--- src/hdl/cft_pkg.sv ---
// cft_pkg: shared types and constants for the channel feature tracker.
// Sample and result transfer structs, lane control bundle, sequencer states.
// No dependencies.
package cft_pkg;

  localparam int CHANNELS_MAX = 4;
  localparam int LINES_MAX    = 8;
  localparam int VAL_W        = 16;
  localparam int SUM_W        = 32;
  localparam int LEVEL_W      = 8;
  localparam int DIV_STEPS    = VAL_W;  // quotient always fits in VAL_W bits
  localparam int STEP_W       = $clog2(DIV_STEPS);

  localparam logic [VAL_W-1:0] COUNT_FULL = 16'hFFFF;

  typedef struct packed {
    logic               first;
    logic [VAL_W-1:0]   reading_a;
    logic [VAL_W-1:0]   reading_b;
    logic [VAL_W-1:0]   reading_c;
    logic [VAL_W-1:0]   reading_d;
    logic [LEVEL_W-1:0] level_word;
  } sample_t;

  typedef struct packed {
    logic [63:0]        minima_packed;
    logic [63:0]        maxima_packed;
    logic [63:0]        means_packed;
    logic [63:0]        spreads_packed;
    logic [63:0]        toggles_low;
    logic [63:0]        toggles_high;
    logic [LEVEL_W-1:0] level_now;
    logic [VAL_W-1:0]   samples_seen;
  } result_t;

  typedef struct packed {
    logic take;   // sample transfer: update min/max/sum
    logic first;  // restart statistics with this sample
    logic room;   // count not yet full, sum may grow
    logic load;   // load divider from sum and count
    logic step;   // one divider iteration
  } lane_ctrl_t;

  typedef enum logic [1:0] {
    ST_IDLE,
    ST_LOAD,
    ST_DIV,
    ST_DONE
  } state_t;

endpackage

--- src/hdl/cft_lane.sv ---
// cft_lane: statistics for one analog channel plus a bit-serial mean divider.
// Keeps running min, max and sum; divides sum by count one bit a cycle.
// Depends on cft_pkg.
module cft_lane (
  input  logic                          clk,
  input  logic                          rst,
  input  cft_pkg::lane_ctrl_t           ctrl,
  input  logic [cft_pkg::VAL_W-1:0]     reading,
  input  logic [cft_pkg::VAL_W-1:0]     count,
  output logic [cft_pkg::VAL_W-1:0]     min_val,
  output logic [cft_pkg::VAL_W-1:0]     max_val,
  output logic [cft_pkg::VAL_W-1:0]     mean_val,
  output logic [cft_pkg::VAL_W-1:0]     spread_val
);

  logic [cft_pkg::SUM_W-1:0] sum;
  logic [cft_pkg::VAL_W-1:0] rem;
  logic [cft_pkg::VAL_W-1:0] quo;
  logic [cft_pkg::VAL_W-1:0] dvsr;
  logic [cft_pkg::VAL_W:0]   trial;
  logic                      ge;

  always_ff @(posedge clk) begin
    if (rst) begin
      min_val <= cft_pkg::COUNT_FULL;
      max_val <= '0;
      sum     <= '0;
    end else if (ctrl.take) begin
      if (ctrl.first) begin
        min_val <= reading;
        max_val <= reading;
        sum     <= {{(cft_pkg::SUM_W-cft_pkg::VAL_W){1'b0}}, reading};
      end else begin
        if (reading < min_val) min_val <= reading;
        if (reading > max_val) max_val <= reading;
        if (ctrl.room) sum <= sum + {{(cft_pkg::SUM_W-cft_pkg::VAL_W){1'b0}}, reading};
      end
    end
  end

  // restoring divide; sum < count * 2^16, so the upper half starts below the divisor
  assign trial = {rem, quo[cft_pkg::VAL_W-1]};
  assign ge    = trial >= {1'b0, dvsr};

  always_ff @(posedge clk) begin
    if (ctrl.load) begin
      rem  <= sum[cft_pkg::SUM_W-1:cft_pkg::VAL_W];
      quo  <= sum[cft_pkg::VAL_W-1:0];
      dvsr <= count;
    end else if (ctrl.step) begin
      rem  <= ge ? cft_pkg::VAL_W'(trial - {1'b0, dvsr}) : trial[cft_pkg::VAL_W-1:0];
      quo  <= {quo[cft_pkg::VAL_W-2:0], ge};
    end
  end

  assign mean_val   = quo;
  assign spread_val = (max_val >= min_val) ? (max_val - min_val) : '0;

endmodule

--- src/hdl/cft_toggle.sv ---
// cft_toggle: per-line toggle counters and the last level word.
// Saturating counts; a first sample clears them and counts nothing.
// Depends on cft_pkg.
module cft_toggle #(
  parameter int LINES = cft_pkg::LINES_MAX
) (
  input  logic                                               clk,
  input  logic                                               rst,
  input  logic                                               take,
  input  logic                                               first,
  input  logic [cft_pkg::LEVEL_W-1:0]                        level,
  output logic [cft_pkg::LINES_MAX-1:0][cft_pkg::VAL_W-1:0]  counts,
  output logic [cft_pkg::LEVEL_W-1:0]                        level_last
);

  logic [LINES-1:0][cft_pkg::VAL_W-1:0] cnt;
  logic [cft_pkg::LEVEL_W-1:0]          diff;

  assign diff = level ^ level_last;

  always_ff @(posedge clk) begin
    if (rst) begin
      level_last <= '0;
      cnt        <= '0;
    end else if (take) begin
      level_last <= level;
      for (int k = 0; k < LINES; k++) begin
        if (first) begin
          cnt[k] <= '0;
        end else if (diff[k] && cnt[k] != cft_pkg::COUNT_FULL) begin
          cnt[k] <= cnt[k] + 1'b1;
        end
      end
    end
  end

  for (genvar k = 0; k < cft_pkg::LINES_MAX; k++) begin : g_slot
    if (k < LINES) begin : g_used
      assign counts[k] = cnt[k];
    end else begin : g_unused
      assign counts[k] = '0;
    end
  end

endmodule

--- src/hdl/channel_feature_tracker_core.sv ---
// channel_feature_tracker_core: top level of the channel feature tracker.
// Sequencer, sample counter, analog lanes, toggle counters, result register.
// Depends on cft_pkg, cft_lane, cft_toggle.
//
//   channel  | direction | handshake                    | payload
//   ---------+-----------+------------------------------+-------------------
//   sample   | in        | sample_valid / sample_stall  | cft_pkg::sample_t
//   result   | out       | result_valid / result_stall  | cft_pkg::result_t
//
// Per sample: the idle cycle that takes the transfer updates min/max/sum,
// ST_LOAD loads the dividers, ST_DIV runs the shift-subtract divide for the
// means (one quotient bit per cycle per lane) and ST_DONE writes the result.
// The lanes divide in parallel, so the sequence does not lengthen with channels.
// sample_stall is high from the cycle after the transfer until the result is
// written. Reset (rst, synchronous) restores min to all ones and max, sum,
// counts, state and result_valid to 0; divider and result data are not reset.
// A stalled result sits in the result register while the next sample runs;
// the sequencer only waits in its last state while that register is full and stalled.
module channel_feature_tracker_core #(
  parameter int ANALOG_CHANNELS = cft_pkg::CHANNELS_MAX,
  parameter int DIGITAL_LINES   = cft_pkg::LINES_MAX
) (
  input  logic              clk,
  input  logic              rst,
  input  logic              sample_valid,
  output logic              sample_stall,
  input  cft_pkg::sample_t  sample,
  output logic              result_valid,
  input  logic              result_stall,
  output cft_pkg::result_t  result
);

  cft_pkg::state_t                   state, state_next;
  logic [cft_pkg::STEP_W-1:0]        step_cnt;
  logic [cft_pkg::VAL_W-1:0]         total;
  logic                              take;
  logic                              room;
  logic                              result_load;
  cft_pkg::lane_ctrl_t               lane_ctrl;

  logic [cft_pkg::CHANNELS_MAX-1:0][cft_pkg::VAL_W-1:0] readings;
  logic [cft_pkg::CHANNELS_MAX-1:0][cft_pkg::VAL_W-1:0] mins, maxs, means, spreads;
  logic [cft_pkg::LINES_MAX-1:0][cft_pkg::VAL_W-1:0]    toggles;
  logic [cft_pkg::LEVEL_W-1:0]                          level_last;

  // --- sample transfer and counter ---
  assign sample_stall = (state != cft_pkg::ST_IDLE);
  assign take         = sample_valid && !sample_stall;
  // a first sample restarts the count, so there is always room for it
  assign room         = sample.first || (total != cft_pkg::COUNT_FULL);

  always_ff @(posedge clk) begin
    if (rst) begin
      total <= '0;
    end else if (take) begin
      if (sample.first) total <= cft_pkg::VAL_W'(1);
      else if (room)    total <= total + 1'b1;
    end
  end

  // --- sequencer ---
  always_ff @(posedge clk) begin
    if (rst) begin
      state    <= cft_pkg::ST_IDLE;
      step_cnt <= '0;
    end else begin
      state <= state_next;
      if (state == cft_pkg::ST_DIV) step_cnt <= step_cnt + 1'b1;
      else                          step_cnt <= '0;
    end
  end

  always_comb begin
    state_next  = state;
    result_load = 1'b0;
    unique case (state)
      cft_pkg::ST_IDLE: begin
        if (take) state_next = cft_pkg::ST_LOAD;
      end
      cft_pkg::ST_LOAD: begin
        state_next = cft_pkg::ST_DIV;
      end
      cft_pkg::ST_DIV: begin
        if (step_cnt == cft_pkg::STEP_W'(cft_pkg::DIV_STEPS - 1)) state_next = cft_pkg::ST_DONE;
      end
      cft_pkg::ST_DONE: begin
        // write only when the result register is free or draining now
        if (!result_valid || !result_stall) begin
          result_load = 1'b1;
          state_next  = cft_pkg::ST_IDLE;
        end
      end
      default: state_next = cft_pkg::ST_IDLE;
    endcase
  end

  assign lane_ctrl.take  = take;
  assign lane_ctrl.first = sample.first;
  assign lane_ctrl.room  = room;
  assign lane_ctrl.load  = (state == cft_pkg::ST_LOAD);
  assign lane_ctrl.step  = (state == cft_pkg::ST_DIV);

  // --- analog lanes ---
  assign readings[0] = sample.reading_a;
  assign readings[1] = sample.reading_b;
  assign readings[2] = sample.reading_c;
  assign readings[3] = sample.reading_d;

  for (genvar k = 0; k < cft_pkg::CHANNELS_MAX; k++) begin : g_lane
    if (k < ANALOG_CHANNELS) begin : g_used
      cft_lane u_lane (
        .clk        (clk),
        .rst        (rst),
        .ctrl       (lane_ctrl),
        .reading    (readings[k]),
        .count      (total),
        .min_val    (mins[k]),
        .max_val    (maxs[k]),
        .mean_val   (means[k]),
        .spread_val (spreads[k])
      );
    end else begin : g_unused
      // channel not built: its slots read as zero
      assign mins[k]    = '0;
      assign maxs[k]    = '0;
      assign means[k]   = '0;
      assign spreads[k] = '0;
    end
  end

  // --- digital lines ---
  cft_toggle #(
    .LINES (DIGITAL_LINES)
  ) u_toggle (
    .clk        (clk),
    .rst        (rst),
    .take       (take),
    .first      (sample.first),
    .level      (sample.level_word),
    .counts     (toggles),
    .level_last (level_last)
  );

  // --- merge into the result register ---
  always_ff @(posedge clk) begin
    if (rst) begin
      result_valid <= 1'b0;
    end else if (result_load) begin
      result_valid <= 1'b1;
    end else if (!result_stall) begin
      result_valid <= 1'b0;
    end
  end

  always_ff @(posedge clk) begin
    if (result_load) begin
      result.minima_packed  <= mins;
      result.maxima_packed  <= maxs;
      result.means_packed   <= means;
      result.spreads_packed <= spreads;
      result.toggles_low    <= toggles[3:0];
      result.toggles_high   <= toggles[7:4];
      result.level_now      <= level_last;
      result.samples_seen   <= total;
    end
  end

`ifndef NO_ASSERTIONS
  // a transfer always starts the divider load next cycle
  a_take_loads: assert property (@(posedge clk) disable iff (rst)
    take |=> state == cft_pkg::ST_LOAD)
    else $error("sample transfer did not start the divider load");

  // the divide runs exactly its step count before the result stage
  a_div_ends: assert property (@(posedge clk) disable iff (rst)
    (state == cft_pkg::ST_DIV && step_cnt == cft_pkg::STEP_W'(cft_pkg::DIV_STEPS - 1))
      |=> state == cft_pkg::ST_DONE)
    else $error("divider did not finish after its last step");

  // a pending result is never overwritten
  a_no_overwrite: assert property (@(posedge clk) disable iff (rst)
    (result_valid && result_stall) |-> !result_load)
    else $error("result register written while a result was pending");

  // every delivered result counts at least its own sample
  a_count_nonzero: assert property (@(posedge clk) disable iff (rst)
    result_valid |-> result.samples_seen != '0)
    else $error("result reports zero samples");
`endif

endmodule

--- config.mk ---
export PLATFORM = sky130hd
export DESIGN_NAME = channel_feature_tracker_core
export DESIGN_NICKNAME = d
export VERILOG_FILES = /design/src/hdl/cft_pkg.sv /design/src/hdl/cft_lane.sv /design/src/hdl/cft_toggle.sv /design/src/hdl/channel_feature_tracker_core.sv
export SDC_FILE = /design/constraint.sdc
export NUM_CORES = 2
export LEC_CHECK = 0
export ABC_AREA = 1
export BUFFER_PORTS_ARGS = -buffer_cell sky130_fd_sc_hd__clkbuf_2
export CAP_MARGIN = 20
export CORE_MARGIN = 2
export CORE_UTILIZATION = 39
export DETAILED_ROUTE_END_ITERATION = 10
export GPL_ROUTABILITY_DRIVEN = 0
export MAX_ROUTING_LAYER = met4
export PLACE_DENSITY_LB_ADDON = 0.2
export SLEW_MARGIN = 20
export SYNTH_ARGS = -nofsm -noshare
export SYNTH_HDL_FRONTEND = slang
export SYNTH_SLANG_ARGS = --single-unit
--- constraint.sdc ---
create_clock -name clk -period 19.85 [get_ports clk]
set_clock_uncertainty 0.05 [all_clocks]
set_input_delay 2.9775 -clock clk [delete_from_list [all_inputs] [get_ports clk]]
set_output_delay 2.9775 -clock clk [all_outputs]
set_load 0.005 [all_outputs]
==> results.toml <==
[global_routing]
grt_max_degree = 99
antenna_found_initial = 2
grt_pass1_wl_um = 248900
first_global_vias = 44190
grt_usage = 0.2279
overflow = 0

[worst_setup_path]
rr_endpoint = "result[212]"
cp-end-kind = "register"
crit_fanout = 66
r2r-start = "state[0]"
start_kind = "primary input"
cpMaxStageDelayCell = "nand2_1"
cp.required_ps = 20440
critPathKind = "in2reg"
reg2reg_slack_ps = 15540
r2r_cells = 7
path_cells = "buf_4 > inv_4 > nor2_4 > inv_4 > buf_4 > buf_4 > nand2_1 > nand2_1 > nand2_1 > nor2_1"
cp.arrival_ps = 6700
slowest_delay_ps = 780
cp_top_family = "buffers and inverters"
crit_buf_inv = 5

[clocking]
h-tree-depth = 3
cts.path.max_buffers = 3
cts_sinks = 967
cts_tree = "yes"
post_cts_buffers = 0
cts_buffers = 107
clock_latency_ps = 740
clk_pin_slew_ps = 60
cts-resized-gates = 0
cts-root-buf = "clkbuf_16"
cts_hold_buf = 0

[sta]
period_needed_ps = 6114
max_slew_margin = 0.2678
worst_pin_slew_ps = 1098
final_hold_viol_count = 0
max_freq_mhz = 163.6
setup_viol = 0
final.setup.tns_ps = 0
holdWs_ps = 380.3
rsz0062_at_grt = "no"
slew_viol_final = 0
fin_crit_sh = 0.3080

[synth]
synth_nets = 7252
async_flop_share = 0
synthXorXnorAreaFrac = 0.02378
synth_area_mm2 = 0.05378
muxShareOfSynthArea = 0
ys.flop_type = "edfxtp_1"
synth-compound-area-share = 0.07656
synth-simple-area-share = 0.2844
synth_cell_types = 55
yosysSeqAreaShare = 0.4627
synthAdderAreaFrac = 0.08147
ys_seq_elements = 967
synth_top_family_by_area = "simple AND/OR/NAND/NOR gates"
avgSynthCellArea_um2 = 7.872
synth_edf_count = 552
yosysWarnings = 0
synthesis.instances = 6832

[pwr]
p_leak_nw = 27.54
peakVddDrop_uv = 84.57
power_density_mw_per_mm2 = 139.4

[layout]
syn2layout_area_growth_pct = 14.69
final_cell_mix = "nand2_1, inv_1, nor2_1"
drive_gt1_frac = 0.1025
layout.nets = 7680
layout_commonest_cell = "nand2_1"
final_cell_count_no_fill = 9150
final_util = 0.4498

[route]
drc_errors = 0
routed_wl_um = 159400
wl_met3_um = 8972
routed.top_layer = "met4"
wl_met2_um = 74850
routedWlPerCell_um = 17.42
ant_nets = 0
vias = 46770
drt_iter0_markers = 3325
drt-met1-wl_um = 71380
dr.pass1.iters = 6
via_per_inst = 5.112

[floorplanning]
initial_core_util = 0.3922
die_h_um = 375.4
die_area_mm2 = 0.1409
row_count = 136
die_w_um = 375.4
core-area_mm2 = 0.1372
pin_count = 487

[hold_path]
min-delay-start = "g_lane[1].g_used.u_lane.mean_val[10]"
holdPathEnd = "result[242]"
min_path_cells = 0
hold_path_class = "reg2reg"

[placement]
dp_hpwl_um = 114400
io_buffers = 486
dp_cells = 8945

[job]
drv_cap = 0

[run_status]
status = "complete, no violations"
## worst register-to-register path: stages (launching register included)
cell	delay, ps
dfxtp_1	420
ha_1	180
inv_1	120
nor2_4	140
buf_4	480
buf_4	730
buf_4	890
buf_4	860
## through the flow
step                area, µm²  power (mW)  worst slack, ps
floorplan               53790       5.512             5585
global placement        57780       6.395            13120
detailed placement      57780       6.431            13020
CTS                     61680       8.658            13820
global route            61690       9.238            13500
finish                  61690       8.597            13740
## cell usage after synthesis (all sizes together), types with 13 or more instances
cell       n  area share
a21o      13      0.0018
a21oi    495       0.046
a31oi     20      0.0024
buf      111       0.012
clkbuf    81      0.0057
dfxtp    415        0.15
edfxtp   552        0.31
ha       331       0.077
inv      772       0.054
nand2   2056        0.14
nand3    576       0.054
nand3b    82       0.011
nand4     91       0.011
nor2     689       0.049
nor3     108       0.011
nor4      13      0.0015
o21ai    190       0.018
o21bai    24      0.0035
xnor2     48      0.0078
xor2      98       0.016
## sequential cells by signal, indices dropped and copies added, names as in the netlist, 2 cells and up
signal and cells:
g_lane.g_used.u_lane.sum 128, g_lane.g_used.u_lane.min_val 64, u_toggle.counts 128, step_cnt 4, g_lane.g_used.u_lane.mean_val 64, g_lane.g_used.u_lane.max_val 64
total 16, u_toggle.level_last 8, g_lane.g_used.u_lane.rem 64, state 2, g_lane.g_used.u_lane.dvsr 16, result 408
## cell families after synthesis
kind of cell / count (synthesis)
simple gates: 3637
xor+xnor: 146
fa+ha+maj: 343
compound gates: 774
buf+inv: 965
flops: 967
## per-layer routing
metal | track usage | up-vias
met4 | 0.06259 | 0
met5 | - | -
met1 | 0.2950 | 21850
met2 | 0.3725 | 1304
met3 | 0.03294 | 244
li1 | - | 23380
## power by group
| part | internal, mW | switching (mW) | total (mW) |
|---|---|---|---|
| clock network | 1.31 | 0.889 | 2.19 |
| logic | 1.10 | 2.23 | 3.33 |
| registers | 2.75 | 0.320 | 3.07 |
## final cells by class
class	count	area, µm²
clock buffer	131	2848
tap	1794	2245
inverter	773	2918
fill	13700	75460
antenna	2	5.005
timing repair buffer	511	2625
clock inverter	72	1052
sequential	967	24880
multi-input combinational	4900	25110
## how the worst max path moves through the flow
stage,from,to,cells after the start
finish,sample[72],g_lane[0].g_used.u_lane.max_val[14],10
global route,sample[72],g_lane[0].g_used.u_lane.max_val[13],10
CTS,result_stall,result[214],8
detailed placement,result_stall,result[342],8
global placement,result_stall,result[342],8
floorplan,result_stall,result[0],3
Note: power is estimated with default switching activity, not from simulation.
